## src/rtl/hkrt_pkg.sv

```systemverilog
// Shared types, constants and key table of the HID keyboard report tracker.
package hkrt_pkg;

  localparam int unsigned USAGE_COUNT_DEF = 256;
  localparam int unsigned MAX_EVENTS_DEF  = 64;
  localparam int unsigned ROW_BITS        = 16;
  localparam int unsigned BIT_W           = 4;
  localparam int unsigned ROW_MAX_W       = 4;

  localparam logic [15:0] PAGE_KEYBOARD = 16'h0007;
  localparam logic [15:0] USAGE_FIRST   = 16'd4;

  localparam logic [7:0] KEY_LSHIFT = 8'hE1;
  localparam logic [7:0] KEY_RSHIFT = 8'hE5;
  localparam logic [7:0] KEY_LCTRL  = 8'hE0;
  localparam logic [7:0] KEY_RCTRL  = 8'hE4;
  localparam logic [7:0] KEY_LALT   = 8'hE2;
  localparam logic [7:0] KEY_RALT   = 8'hE6;
  localparam logic [7:0] KEY_CAPS   = 8'h39;
  localparam logic [7:0] KEY_SCROLL = 8'h47;
  localparam logic [7:0] KEY_NUM    = 8'h53;

  localparam logic [15:0] DELAY_RESET  = 16'd500;
  localparam logic [15:0] PERIOD_RESET = 16'd50;

  localparam logic REG_DELAY  = 1'b0;
  localparam logic REG_PERIOD = 1'b1;

  localparam logic [1:0] GRP_NORMAL = 2'd0;
  localparam logic [1:0] GRP_FUNC   = 2'd1;
  localparam logic [1:0] GRP_NUMPAD = 2'd2;

  typedef enum logic [2:0] {
    CMD_BEGIN = 3'd0,
    CMD_ARRAY = 3'd1,
    CMD_VAR   = 3'd2,
    CMD_END   = 3'd3,
    CMD_TICK  = 3'd4
  } cmd_e;

  typedef struct packed {
    logic [2:0]  command;
    logic [15:0] page;
    logic [15:0] usage;
    logic        usage_on;
  } in_t;

  typedef struct packed {
    logic [1:0] key_group;
    logic [2:0] key_row;
    logic [4:0] key_col;
    logic [8:0] modifiers;
    logic       pressed;
    logic       from_repeat;
    logic       last;
    logic       overflow;
  } out_t;

  typedef struct packed {
    logic                 valid;
    logic [1:0]           group;
    logic [2:0]           row;
    logic [4:0]           col;
  } keymap_t;

  typedef struct packed {
    logic                 rd_en;
    logic [ROW_MAX_W-1:0] rd_row;
    logic                 rpt_we;
    logic                 held_we;
    logic [ROW_MAX_W-1:0] wr_row;
    logic [ROW_BITS-1:0]  wdata;
    logic                 rpt_clr;
  } mem_req_t;

  function automatic keymap_t km(input logic [1:0] g, input logic [2:0] r,
                                 input logic [4:0] c);
    km = keymap_t'{1'b1, g, r, c};
  endfunction

  function automatic keymap_t keymap(input logic [7:0] k);
    keymap_t m;
    m = '0;
    case (k)
      8'h35: m = km(GRP_NORMAL, 3'd0, 5'd0);
      8'h1E: m = km(GRP_NORMAL, 3'd0, 5'd1);
      8'h1F: m = km(GRP_NORMAL, 3'd0, 5'd2);
      8'h20: m = km(GRP_NORMAL, 3'd0, 5'd3);
      8'h21: m = km(GRP_NORMAL, 3'd0, 5'd4);
      8'h22: m = km(GRP_NORMAL, 3'd0, 5'd5);
      8'h23: m = km(GRP_NORMAL, 3'd0, 5'd6);
      8'h24: m = km(GRP_NORMAL, 3'd0, 5'd7);
      8'h25: m = km(GRP_NORMAL, 3'd0, 5'd8);
      8'h26: m = km(GRP_NORMAL, 3'd0, 5'd9);
      8'h27: m = km(GRP_NORMAL, 3'd0, 5'd10);
      8'h2D: m = km(GRP_NORMAL, 3'd0, 5'd11);
      8'h2E: m = km(GRP_NORMAL, 3'd0, 5'd12);
      8'h2A: m = km(GRP_NORMAL, 3'd0, 5'd13);
      8'h2B: m = km(GRP_NORMAL, 3'd1, 5'd0);
      8'h14: m = km(GRP_NORMAL, 3'd1, 5'd1);
      8'h1A: m = km(GRP_NORMAL, 3'd1, 5'd2);
      8'h08: m = km(GRP_NORMAL, 3'd1, 5'd3);
      8'h15: m = km(GRP_NORMAL, 3'd1, 5'd4);
      8'h17: m = km(GRP_NORMAL, 3'd1, 5'd5);
      8'h1C: m = km(GRP_NORMAL, 3'd1, 5'd6);
      8'h18: m = km(GRP_NORMAL, 3'd1, 5'd7);
      8'h0C: m = km(GRP_NORMAL, 3'd1, 5'd8);
      8'h12: m = km(GRP_NORMAL, 3'd1, 5'd9);
      8'h13: m = km(GRP_NORMAL, 3'd1, 5'd10);
      8'h2F: m = km(GRP_NORMAL, 3'd1, 5'd11);
      8'h30: m = km(GRP_NORMAL, 3'd1, 5'd12);
      8'h39: m = km(GRP_NORMAL, 3'd2, 5'd0);
      8'h04: m = km(GRP_NORMAL, 3'd2, 5'd1);
      8'h16: m = km(GRP_NORMAL, 3'd2, 5'd2);
      8'h07: m = km(GRP_NORMAL, 3'd2, 5'd3);
      8'h09: m = km(GRP_NORMAL, 3'd2, 5'd4);
      8'h0A: m = km(GRP_NORMAL, 3'd2, 5'd5);
      8'h0B: m = km(GRP_NORMAL, 3'd2, 5'd6);
      8'h0D: m = km(GRP_NORMAL, 3'd2, 5'd7);
      8'h0E: m = km(GRP_NORMAL, 3'd2, 5'd8);
      8'h0F: m = km(GRP_NORMAL, 3'd2, 5'd9);
      8'h33: m = km(GRP_NORMAL, 3'd2, 5'd10);
      8'h34: m = km(GRP_NORMAL, 3'd2, 5'd11);
      8'h31: m = km(GRP_NORMAL, 3'd2, 5'd12);
      8'h28: m = km(GRP_NORMAL, 3'd2, 5'd13);
      8'hE1: m = km(GRP_NORMAL, 3'd3, 5'd0);
      8'h64: m = km(GRP_NORMAL, 3'd3, 5'd1);
      8'h1D: m = km(GRP_NORMAL, 3'd3, 5'd2);
      8'h1B: m = km(GRP_NORMAL, 3'd3, 5'd3);
      8'h06: m = km(GRP_NORMAL, 3'd3, 5'd4);
      8'h19: m = km(GRP_NORMAL, 3'd3, 5'd5);
      8'h05: m = km(GRP_NORMAL, 3'd3, 5'd6);
      8'h11: m = km(GRP_NORMAL, 3'd3, 5'd7);
      8'h10: m = km(GRP_NORMAL, 3'd3, 5'd8);
      8'h36: m = km(GRP_NORMAL, 3'd3, 5'd9);
      8'h37: m = km(GRP_NORMAL, 3'd3, 5'd10);
      8'h38: m = km(GRP_NORMAL, 3'd3, 5'd11);
      8'hE5: m = km(GRP_NORMAL, 3'd3, 5'd12);
      8'hE0: m = km(GRP_NORMAL, 3'd4, 5'd0);
      8'hE3: m = km(GRP_NORMAL, 3'd4, 5'd1);
      8'hE2: m = km(GRP_NORMAL, 3'd4, 5'd2);
      8'h2C: m = km(GRP_NORMAL, 3'd4, 5'd3);
      8'hE6: m = km(GRP_NORMAL, 3'd4, 5'd5);
      8'hE4: m = km(GRP_NORMAL, 3'd4, 5'd6);
      8'h52: m = km(GRP_NORMAL, 3'd5, 5'd0);
      8'h50: m = km(GRP_NORMAL, 3'd5, 5'd1);
      8'h51: m = km(GRP_NORMAL, 3'd5, 5'd2);
      8'h4F: m = km(GRP_NORMAL, 3'd5, 5'd3);
      8'h29: m = km(GRP_FUNC, 3'd0, 5'd0);
      8'h3A: m = km(GRP_FUNC, 3'd0, 5'd1);
      8'h3B: m = km(GRP_FUNC, 3'd0, 5'd2);
      8'h3C: m = km(GRP_FUNC, 3'd0, 5'd3);
      8'h3D: m = km(GRP_FUNC, 3'd0, 5'd4);
      8'h3E: m = km(GRP_FUNC, 3'd0, 5'd5);
      8'h3F: m = km(GRP_FUNC, 3'd0, 5'd6);
      8'h40: m = km(GRP_FUNC, 3'd0, 5'd7);
      8'h41: m = km(GRP_FUNC, 3'd0, 5'd8);
      8'h42: m = km(GRP_FUNC, 3'd0, 5'd9);
      8'h43: m = km(GRP_FUNC, 3'd0, 5'd10);
      8'h44: m = km(GRP_FUNC, 3'd0, 5'd11);
      8'h45: m = km(GRP_FUNC, 3'd0, 5'd12);
      8'h49: m = km(GRP_FUNC, 3'd0, 5'd13);
      8'h46: m = km(GRP_FUNC, 3'd0, 5'd14);
      8'h4C: m = km(GRP_FUNC, 3'd0, 5'd15);
      8'h4A: m = km(GRP_FUNC, 3'd0, 5'd16);
      8'h4D: m = km(GRP_FUNC, 3'd0, 5'd17);
      8'h4B: m = km(GRP_FUNC, 3'd0, 5'd18);
      8'h4E: m = km(GRP_FUNC, 3'd0, 5'd19);
      8'h47: m = km(GRP_FUNC, 3'd0, 5'd20);
      8'h53: m = km(GRP_NUMPAD, 3'd0, 5'd0);
      8'h54: m = km(GRP_NUMPAD, 3'd0, 5'd1);
      8'h55: m = km(GRP_NUMPAD, 3'd0, 5'd2);
      8'h56: m = km(GRP_NUMPAD, 3'd0, 5'd3);
      8'h5F: m = km(GRP_NUMPAD, 3'd1, 5'd0);
      8'h60: m = km(GRP_NUMPAD, 3'd1, 5'd1);
      8'h61: m = km(GRP_NUMPAD, 3'd1, 5'd2);
      8'h57: m = km(GRP_NUMPAD, 3'd1, 5'd3);
      8'h5C: m = km(GRP_NUMPAD, 3'd2, 5'd0);
      8'h5D: m = km(GRP_NUMPAD, 3'd2, 5'd1);
      8'h5E: m = km(GRP_NUMPAD, 3'd2, 5'd2);
      8'h59: m = km(GRP_NUMPAD, 3'd3, 5'd0);
      8'h5A: m = km(GRP_NUMPAD, 3'd3, 5'd1);
      8'h5B: m = km(GRP_NUMPAD, 3'd3, 5'd2);
      8'h58: m = km(GRP_NUMPAD, 3'd3, 5'd3);
      8'h62: m = km(GRP_NUMPAD, 3'd4, 5'd0);
      8'h63: m = km(GRP_NUMPAD, 3'd4, 5'd1);
      default: m = '0;
    endcase
    keymap = m;
  endfunction

  function automatic logic repeatable(input logic [7:0] k);
    logic r;
    r = 1'b1;
    if (k <= 8'h03 || k == 8'h29 || k == KEY_CAPS || k == KEY_SCROLL || k == KEY_NUM) begin
      r = 1'b0;
    end
    if (k >= 8'h3A && k <= 8'h45) begin
      r = 1'b0;
    end
    if (k >= 8'hE0 && k <= 8'hE7) begin
      r = 1'b0;
    end
    repeatable = r;
  endfunction

  function automatic logic [ROW_BITS-1:0] map_mask(input logic [ROW_MAX_W-1:0] row);
    logic [ROW_BITS-1:0] m;
    for (int j = 0; j < ROW_BITS; j++) begin
      m[j] = keymap({row, BIT_W'(j)}).valid;
    end
    map_mask = m;
  endfunction

  function automatic logic [ROW_BITS-1:0] rep_mask(input logic [ROW_MAX_W-1:0] row);
    logic [ROW_BITS-1:0] m;
    for (int j = 0; j < ROW_BITS; j++) begin
      m[j] = repeatable({row, BIT_W'(j)});
    end
    rep_mask = m;
  endfunction

  function automatic logic [BIT_W-1:0] low_bit(input logic [ROW_BITS-1:0] v);
    logic [BIT_W-1:0] b;
    b = '0;
    for (int j = ROW_BITS - 1; j >= 0; j--) begin
      if (v[j]) b = BIT_W'(j);
    end
    low_bit = b;
  endfunction

  function automatic logic [BIT_W-1:0] high_bit(input logic [ROW_BITS-1:0] v);
    logic [BIT_W-1:0] b;
    b = '0;
    for (int j = 0; j < ROW_BITS; j++) begin
      if (v[j]) b = BIT_W'(j);
    end
    high_bit = b;
  endfunction

  function automatic logic [BIT_W:0] pop16(input logic [ROW_BITS-1:0] v);
    logic [BIT_W:0] c;
    c = '0;
    for (int j = 0; j < ROW_BITS; j++) begin
      c = c + (BIT_W + 1)'(v[j]);
    end
    pop16 = c;
  endfunction

endpackage

```

## src/rtl/hkrt_keymem.sv

```systemverilog
// Report and held key bitmaps, kept as two row memories with row valid flags.
module hkrt_keymem #(
  parameter int unsigned ROWS = 16
) (
  input  logic                                 clk_i,
  input  logic                                 rst_ni,
  input  hkrt_pkg::mem_req_t                   req_i,
  output logic [hkrt_pkg::ROW_BITS-1:0]        rpt_row_o,
  output logic [hkrt_pkg::ROW_BITS-1:0]        held_row_o
);

  localparam int unsigned ROW_W = hkrt_pkg::ROW_MAX_W;

  logic [hkrt_pkg::ROW_BITS-1:0] rpt_mem  [ROWS];
  logic [hkrt_pkg::ROW_BITS-1:0] held_mem [ROWS];
  logic [ROWS-1:0]               rvld_q;
  logic [ROWS-1:0]               hvld_q;
  logic [hkrt_pkg::ROW_BITS-1:0] rpt_rd_q;
  logic [hkrt_pkg::ROW_BITS-1:0] held_rd_q;
  logic                          rvld_rd_q;
  logic                          hvld_rd_q;

  always_ff @(posedge clk_i) begin
    if (req_i.rpt_we) begin
      rpt_mem[req_i.wr_row] <= req_i.wdata;
    end
    if (req_i.held_we) begin
      held_mem[req_i.wr_row] <= req_i.wdata;
    end
    if (req_i.rd_en) begin
      rpt_rd_q  <= rpt_mem[req_i.rd_row];
      held_rd_q <= held_mem[req_i.rd_row];
    end
  end

  always_ff @(posedge clk_i or negedge rst_ni) begin
    if (!rst_ni) begin
      rvld_q    <= '0;
      hvld_q    <= '0;
      rvld_rd_q <= 1'b0;
      hvld_rd_q <= 1'b0;
    end else begin
      if (req_i.rpt_clr) begin
        rvld_q <= '0;
      end else if (req_i.rpt_we) begin
        rvld_q[req_i.wr_row] <= 1'b1;
      end
      if (req_i.held_we) begin
        hvld_q[req_i.wr_row] <= 1'b1;
      end
      if (req_i.rd_en) begin
        rvld_rd_q <= rvld_q[req_i.rd_row[ROW_W-1:0]];
        hvld_rd_q <= hvld_q[req_i.rd_row[ROW_W-1:0]];
      end
    end
  end

  assign rpt_row_o  = rvld_rd_q ? rpt_rd_q : '0;
  assign held_row_o = hvld_rd_q ? held_rd_q : '0;

endmodule

```

## config.mk

```make
export PLATFORM = sky130hd
export DESIGN_NAME = hkrt_keymem
export DESIGN_NICKNAME = d
export VERILOG_FILES = /design/src/rtl/hkrt_pkg.sv /design/src/rtl/hkrt_keymem.sv
export SDC_FILE = /design/constraint.sdc
export NUM_CORES = 1
export LEC_CHECK = 0
export BUFFER_PORTS_ARGS = -buffer_cell sky130_fd_sc_hd__buf_2
export CORE_ASPECT_RATIO = 0.7
export CORE_UTILIZATION = 55
export CTS_CLUSTER_DIAMETER = 150
export DETAILED_ROUTE_END_ITERATION = 10
export GPL_ROUTABILITY_DRIVEN = 1
export PLACE_DENSITY_LB_ADDON = 0.08
export SLEW_MARGIN = 20
export SYNTH_ARGS = -nofsm -noshare
export SYNTH_HDL_FRONTEND = slang
export SYNTH_SLANG_ARGS = --single-unit
```

## constraint.sdc

```tcl
create_clock -name clk_i -period 2.1 [get_ports clk_i]
set_input_delay 0.42 -clock clk_i [delete_from_list [all_inputs] [get_ports clk_i]]
set_output_delay 0.42 -clock clk_i [all_outputs]
set_load 0.05 [all_outputs]
```

* Word level (Yosys, flattened, before mapping)
Memory sizes are Yosys's and may differ from the RTL's. A register that Yosys moved wholly into a read port is not among the register bits.
Index checks and enable logic that the tools add are counted.
** Storage, ports and cells
- Flip-flop bits (word level) :: 34
- Memory bits (writable) :: 512
- Input port bits :: 30
- Output and inout port bits :: 32
- Word-level logic and storage cells :: 27
- Memories :: 2
** Memory list
- held_mem :: words 16, width 16, read ports 1, clocked after memory_dff 1, wr ports 1, line hkrt_keymem.sv:15 : logic [hkrt_pkg::ROW_BITS-1:0] held_mem [ROWS];
- rpt_mem :: words 16, width 16, read ports 1, clocked after memory_dff 1, wr ports 1, line hkrt_keymem.sv:14 : logic [hkrt_pkg::ROW_BITS-1:0] rpt_mem [ROWS];
** Operators by class
- $lt $le $gt $ge :: 3
- Multiplexer cells :: 14
- Bitwise gates (word level) :: 2
- Reduce and logical (&&, ||, !) cells :: 2
** Operator list (number)
- $mux 16 :: 4
- $or 16x16->16 :: 2
- $lt 4x5->1 const B :: 2
- $bmux 1 s4 :: 2
- $mux 1 :: 7
- $demux 1 s4 :: 1
- $ge 4x1->1 const B :: 1
- $reduce_bool 2->1 :: 1
- $logic_and 1x1->1 :: 1

* Longest topological paths before layout
Gate-level depths: netlist (run 1).
- Depth after elaboration :: 7
- Gate-level depth with buffers :: 6

* Worst setup path after synthesis (run 1)
Ideal clock, no wire load.
- Kind :: input -> register
- Start point :: input req_i[24] (netlist name)
- End point :: register rpt_rd_q[10] (netlist name), read port of rpt_mem (data pin)
- Setup time :: 0.272 ns
- Arrival time :: 1.913 ns
- Setup slack :: -0.085 ns
- Stages on the path :: 5
- Path buffers :: 3
- Cells stage by stage :: buf_2 -> buf_2 -> clkbuf_1 -> mux4_2 -> mux4_2
** RTL lines
- start, declared :: line hkrt_keymem.sv:7 : input hkrt_pkg::mem_req_t req_i,
- end, declared :: line hkrt_keymem.sv:18 : logic [hkrt_pkg::ROW_BITS-1:0] rpt_rd_q;

* Final worst setup path (run 1)
- Start point :: register rvld_rd_q
- End point :: output rpt_row_o[6] (netlist name)
** On the way
- Word-level cells in the longest chain between the ends :: 1
** Ends and longest elaborated chain
- start, declared :: line hkrt_keymem.sv:20 : logic rvld_rd_q;
- start signal, assigned :: line hkrt_keymem.sv:52 : rvld_rd_q <= rvld_q[req_i.rd_row[ROW_W-1:0]];
- $mux 16 :: line hkrt_keymem.sv:58 : assign rpt_row_o = rvld_rd_q ? rpt_rd_q : '0;
- end, declared :: line hkrt_keymem.sv:8 : output logic [hkrt_pkg::ROW_BITS-1:0] rpt_row_o,
Every way passes these cells.

==> reports/metrics.yaml, run 1 <==
cp.arrival_ns: 1.63
synthMostInstantiatedCell: "edfxtp_1"
cts_buffer_depth: 3
instances_no_fill: 1644
grt_pass1_vias: 10320
leakage_nw: 8.316
synth_top_family_by_area: "multiplexers"
r2r_start: "rpt_mem[15][4]"
route.detailed.drc: 0
dpl.cell_count: 1551
antenna_found_initial: 6
antenna_left: 0
period_needed_ns: 2.051
worstHoldPathType: "in2reg"
critical_path.max_fanout: 17
drtIter0Drc: 1097
avgSynthCellArea_um2: 23.75
dr.pass1.iters: 5
synth_top_cell_by_area: "edfxtp_1"
post-dp-hpwl_mm: 28.85
ioPinCount: 62
cp.required_ns: 1.68
ys_seq_elements: 578
via_per_inst: 6.160
vias: 10130
wirelength_mm: 48.17
p_comb_share_pct: 7.2
clk_latency_ns: 0.59
place.gp.congestion: 0.7474
synth_fa_ha_area_share_pct: 0
maxSlewHeadroom_pct: 45.82
die_w_um: 240.6
grt_max_degree: 35
cts.sinks: 578
synthFlopType: "edfxtp_1"
muxShareOfSynthArea_pct: 17.63
syn_inst: 923
fmax_mhz: 487.6
start_kind: "register"
io_buffers: 61
ys_types: 18
path_clk_slew_ns: 0.06
start_util_pct: 56.49
async_reset_ff_share_pct: 5.882
syn_to_final_growth_pct: 15.96
htreeDepth: 2
synth_edf_count: 544
synthesis.nets: 953
hold_violations: 0
cts_tree: "done"
synth-xor-area-share_pct: 0
synth_compound_area_share_pct: 0
critPathCapture: "rpt_row_o[6]"
cts_buffers: 51
r2r.worst_path.cells: 2
reg2reg_setup_slack_ns: 0.45
fin_area_um2: 25420
cp-end-kind: "output port"
wire_per_inst_um: 29.30
tightest_slew_ns: 0.8127
seq_power_share_pct: 54.9
ir_drop_mv: 0.7961
max-cap-violations: 0
design.die.area_um2: 40680
fp.dieH_um: 169.0
path_class: "reg2out"
synth_commonest_cells: "edfxtp_1 (544), mux4_2 (168), nor2_1 (64), dfrtp_1 (34), and2_1 (32)"
startpoint: "rvld_rd_q"
p_per_area_nw_per_um2: 935.8
ys_warn_count: 0
status: "complete, no violations"
post-route-period-util_pct: 97.67
grt_setup_unrepaired: "false"
intPower_mw: 18.64
core-area_um2: 38810
grtUsageTotal_pct: 24.78
netlist_area_um2: 21920
placed_cell_area_um2: 23800
synthTopCellsByArea: "edfxtp_1 (75%), mux4_2 (17%), dfrtp_1 (3.9%), nor2_1 (1.1%), and2_1 (0.91%)"
switchingPower_mw: 5.155
p_clk_share_pct: 37.8
yosysSeqAreaShare_pct: 78.39
finalPower_mw: 23.79
reg2reg_to: "rpt_rd_q[4]"
layout-drive-gt1-share_pct: 37.54
cts_root_buf: "clkbuf_16"
grt_pass1_wl_mm: 70.48
final_nets: 1108
slew_violations: 0
gr-total-overflow: 0
final-setup-viol-count: 0
swShare_pct: 21.67
yosys.area_share.simple_pct: 2.831
worst_clock_skew_ns: 0.01441
synth_top_area_share_pct: 74.51
core.rowCount: 60
## sequential cells by signal, summed over array words and instances, names as in the netlist
name and flops:
rvld_q 16, hvld_q 16, rvld_rd_q 1, rpt_mem 256, rpt_rd_q 16, held_rd_q 16, held_mem 256, hvld_rd_q 1
## metrics by stage
step | setup TNS, ns | setup WS, ns | utilization (%) | hold WS (ns)
2_1_floorplan | 0 | 0.05227 | - | 0.1244
6_report | 0 | 0.04893 | 65.50 | 0.2176
4_1_cts | 0 | 0.007768 | 65.49 | 0.1851
3_3_place_gp | -1.218 | -0.06455 | 61.32 | 0.4421
5_1_grt | 0 | 0.003177 | 65.50 | 0.2066
3_5_place_dp | -1.590 | -0.09369 | 61.32 | 0.4453
## power groups by stage
stage          clock (mW)  sequential, mW  combinational [mW]
2_1_floorplan           0            13.3                1.05
3_3_place_gp            0            13.3                1.72
3_5_place_dp            0            13.3                1.74
4_1_cts              9.18            13.1                1.75
5_1_grt              9.59            13.1                1.83
6_report             9.00            13.1                1.72
## critical path, cell delays in order, from the launching register on
cell	delay, ns
dfrtp_4	0.56
and2_1	0.21
buf_2	0.27
## kinds of logic (layout without fill, tap and decap cells)
logic type | Yosys count | after routing
AND/OR/NAND/NOR | 124 | 124
buffers and inverters | 45 | 238
other | 0 | 1
multiplexers | 176 | 176
flip-flops | 578 | 578
## cell type report
class	count	area (µm²)
timing repair buffer	147	1403
multi-input combinational	300	4567
clock buffer	69	1415
clock inverter	22	186.4
tap	527	659.4
fill	2556	13390
antenna	1	2.502
sequential	578	17190
## how the worst min path moves through the flow
| stage | slack, ns | startpoint | depth (start not counted) | end |
|---|---|---|---|---|
| finish | 0.22 | req_i[0] | 2 | rvld_q[14] |
| global route | 0.21 | req_i[0] | 2 | rvld_q[1] |
| CTS | 0.19 | req_i[0] | 2 | rvld_q[3] |
| detailed placement | 0.45 | hvld_q[15] | 1 | hvld_q[15] |
| global placement | 0.44 | hvld_q[5] | 1 | hvld_q[5] |
| floorplan | 0.12 | rst_ni | 0 | hvld_q[0] |
## cell usage in the layout, fill, tap and decap left out
master / n
clkbuf_4: 1
nand3_1: 2
dfrtp_1: 33
clkinv_2: 8
buf_4: 53
clkbuf_16: 52
bufinv_16: 2
buf_12: 34
nand2_1: 1
dlygate4sd3_1: 1
dfrtp_4: 1
edfxtp_1: 544
or3b_1: 2
buf_6: 1
clkinv_1: 9
buf_8: 1
buf_2: 56
diode_2: 1
clkbuf_1: 12
nor2_2: 32
and2_1: 32
mux2_2: 2
clkinv_8: 2
nand2b_1: 2
or2_1: 17
mux4_2: 168
nand3b_1: 4
mux2i_1: 6
inv_16: 1
clkbuf_8: 5
nor2_1: 32
## what timing repair did
item / in CTS / in global routing
hold buffers: 1 / 0
buffers inserted: 0 / 0
endpoints found under the hold margin: 34 / 0
pin swaps: 0 / 0
endpoints found under the setup margin: 17 / 1
gates resized for setup: 3 / 1
## per-layer routing
metal  vias to the layer above  GRT usage (%)  wire length [µm]  share of wire, %
met4                         8          5.206               678               1.4
li1                       4181              -                 -                 -
met5                         -              0                50              0.10
met1                      5510          40.17             22510                47
met2                       369          35.57             21640                45
met3                        59          4.599              3298               6.8
Note: power is estimated with default switching activity, not from simulation.
==> inputs of run 2 (changes only) <==
--- a/config.mk
+++ b/config.mk
@@ -11,7 +11,7 @@
 export CTS_CLUSTER_DIAMETER = 150
 export DETAILED_ROUTE_END_ITERATION = 10
 export GPL_ROUTABILITY_DRIVEN = 1
-export PLACE_DENSITY_LB_ADDON = 0.08
+export PLACE_DENSITY = 0.83
 export SLEW_MARGIN = 20
 export SYNTH_ARGS = -nofsm -noshare
 export SYNTH_HDL_FRONTEND = slang
==> reports/metrics.yaml, run 2 (synthesized netlist as in run 1, its figures left out) <==
htreeDepth: 2  # unchanged
core-area_um2: 38810  # unchanged
core.rowCount: 60  # unchanged
path_class: "reg2out"
r2r.worst_path.cells: 2  # unchanged
ioPinCount: 62  # unchanged
fmax_mhz: 487.1  # about the same
maxSlewHeadroom_pct: 50.85  # +5.0 points
period_needed_ns: 2.053  # +0.002042 ns
path_clk_slew_ns: 0.06  # about the same
ir_drop_mv: 0.9143  # +15%
dpl.cell_count: 1535  # -1.0%
antenna_found_initial: 2  # -4
syn_to_final_growth_pct: 15.39
cp.arrival_ns: 1.63  # about the same
crit_chain: "and2_1 -> buf_2"
drtIter0Drc: 1383  # +26%
reg2reg_setup_slack_ns: 0.39  # -0.06 ns
leakage_nw: 8.231  # -1.0%
grt_max_degree: 35  # unchanged
layout_common_cells: "edfxtp_1 (544), mux4_2 (168), buf_2 (58), clkbuf_16 (52), buf_4 (39)"
final_nets: 1092  # -1.4%
r2r_start: "rpt_mem[3][0]"
final-setup-viol-count: 0  # unchanged
grtUsageTotal_pct: 25.84  # +1.1 points
hold_violations: 0  # unchanged
start_kind: "register"
cts.sinks: 578  # unchanged
fp.dieH_um: 169.0  # unchanged
worst_clock_skew_ns: 0.01600  # +0.001586 ns
cp.required_ns: 1.68  # about the same
slew_violations: 0  # unchanged
placed_cell_area_um2: 23630  # -0.73%
min_from: "req_i[0]"
startpoint: "hvld_rd_q"
post-dp-hpwl_mm: 27.97  # -3.1%
dr.pass1.iters: 5  # unchanged
status: "complete, no violations"
antenna_left: 0  # unchanged
cts_buffer_depth: 3  # unchanged
p_per_area_nw_per_um2: 950.5  # +1.6%
die_w_um: 240.6  # unchanged
place.gp.congestion: 0.7929  # +6.1%
tightest_slew_ns: 0.7372  # -0.07549 ns
cts_buffers: 51  # unchanged
cts_setup_buffers: 0  # unchanged
instances_no_fill: 1632  # -0.73%
design.die.area_um2: 40680  # unchanged
grt_pass1_wl_mm: 73.17  # +3.8%
cts_root_buf: "clkbuf_16"
final_common_cell: "edfxtp_1"
holdPathStages: 2  # unchanged
finalPower_mw: 24.04  # +1.1%
cp_slowest_cell: "dfrtp_4"
pre_cts_ws_ns: -0.1458  # -0.05207 ns
vias: 10430  # +3.0%
critical_path.max_fanout: 17  # unchanged
fin_ws_ns: 0.04689  # -0.002042 ns
post-route-period-util_pct: 97.77  # about the same
worstHoldPathType: "in2reg"
route.detailed.drc: 0  # unchanged
grt_setup_unrepaired: "false"
via_per_inst: 6.391  # +3.7%
gr-total-overflow: 0  # unchanged
wirelength_mm: 50.33  # +4.5%
cp-end-kind: "output port"
reg2reg_to: "rpt_rd_q[0]"
max-cap-violations: 0  # unchanged
io_buffers: 61  # unchanged
layout-drive-gt1-share_pct: 36.45  # -1.1 points
start_util_pct: 56.49  # unchanged
max_stage_delay_ns: 0.55  # about the same
grt_pass1_vias: 10650  # +3.2%
clk_latency_ns: 0.58  # about the same
fin_area_um2: 25300  # -0.50%
cts_tree: "done"
wire_per_inst_um: 30.84  # +5.3%
fill_cells: 2370  # -7.3%
min_to: "rvld_q[6]"
reg_top3: "held_mem x256, rpt_mem x256"
## run 2: final cells by class
cell class / instances / area [µm²] / area share, %
antenna: 2 / 5.005 / 0.01978
sequential: 578 / 17190 / 67.97
tap: 527 / 659.4 / 2.607
clock buffer: 65 / 1350 / 5.337
clock inverter: 29 / 294.0 / 1.162
timing repair buffer: 131 / 1227 / 4.852
multi-input combinational: 300 / 4567 / 18.05
## run 2: stage by stage
step / TNS (ns) / utilization, % / hold slack, ns
6_report: 0 / 65.18 / 0.2103
5_1_grt: 0 / 65.17 / 0.2034
4_1_cts: 0 / 65.16 / 0.1972
3_5_place_dp: -2.697 / 60.88 / 0.4476
3_3_place_gp: -1.709 / 60.88 / 0.4403
2_1_floorplan: 0 / - / 0.1244
## run 2: worst max-delay path: cells and delay by family (launching register included)
family / cells / cell delay [ns]
buffers and inverters: 1 / 0.28
flip-flops: 1 / 0.55
AND/OR/NAND/NOR: 1 / 0.21
## run 2: worst max-delay path by stage
stage / endpoint / slack, ns / cells after the start
3_3_place_gp: rpt_rd_q[0] / -0.09 / 4
6_report: held_row_o[5] / 0.05 / 2
4_1_cts: rpt_row_o[11] / 0.0002 / 2
5_1_grt: rpt_row_o[11] / 0.0006 / 2
2_1_floorplan: held_rd_q[0] / 0.05 / 5
3_5_place_dp: held_rd_q[4] / -0.15 / 4
## run 2: report_power, final
group          internal, mW  total [mW]  switching [mW]
registers              13.0        13.1           0.154
clock network          5.28        9.28            4.00
logic                 0.654        1.65           0.996
total                  18.9        24.0            5.15
## run 2: timing repair
| item | in CTS | in global routing |
|---|---|---|
| resized for setup | 4 | 1 |
| hold buffers | 1 | 0 |
| endpoints found under the setup margin | 32 | 1 |
| gates cloned | 0 | 0 |
| endpoints found under the hold margin | 34 | 0 |
## run 2: layer usage
metal / vias up / part of all wire [%] / track usage, %
met4: 0 / 2.1 / 6.563
met2: 683 / 48 / 40.75
met5: - / 0 / 0
met3: 90 / 10 / 4.664
li1: 4161 / - / -
met1: 5496 / 39 / 38.09
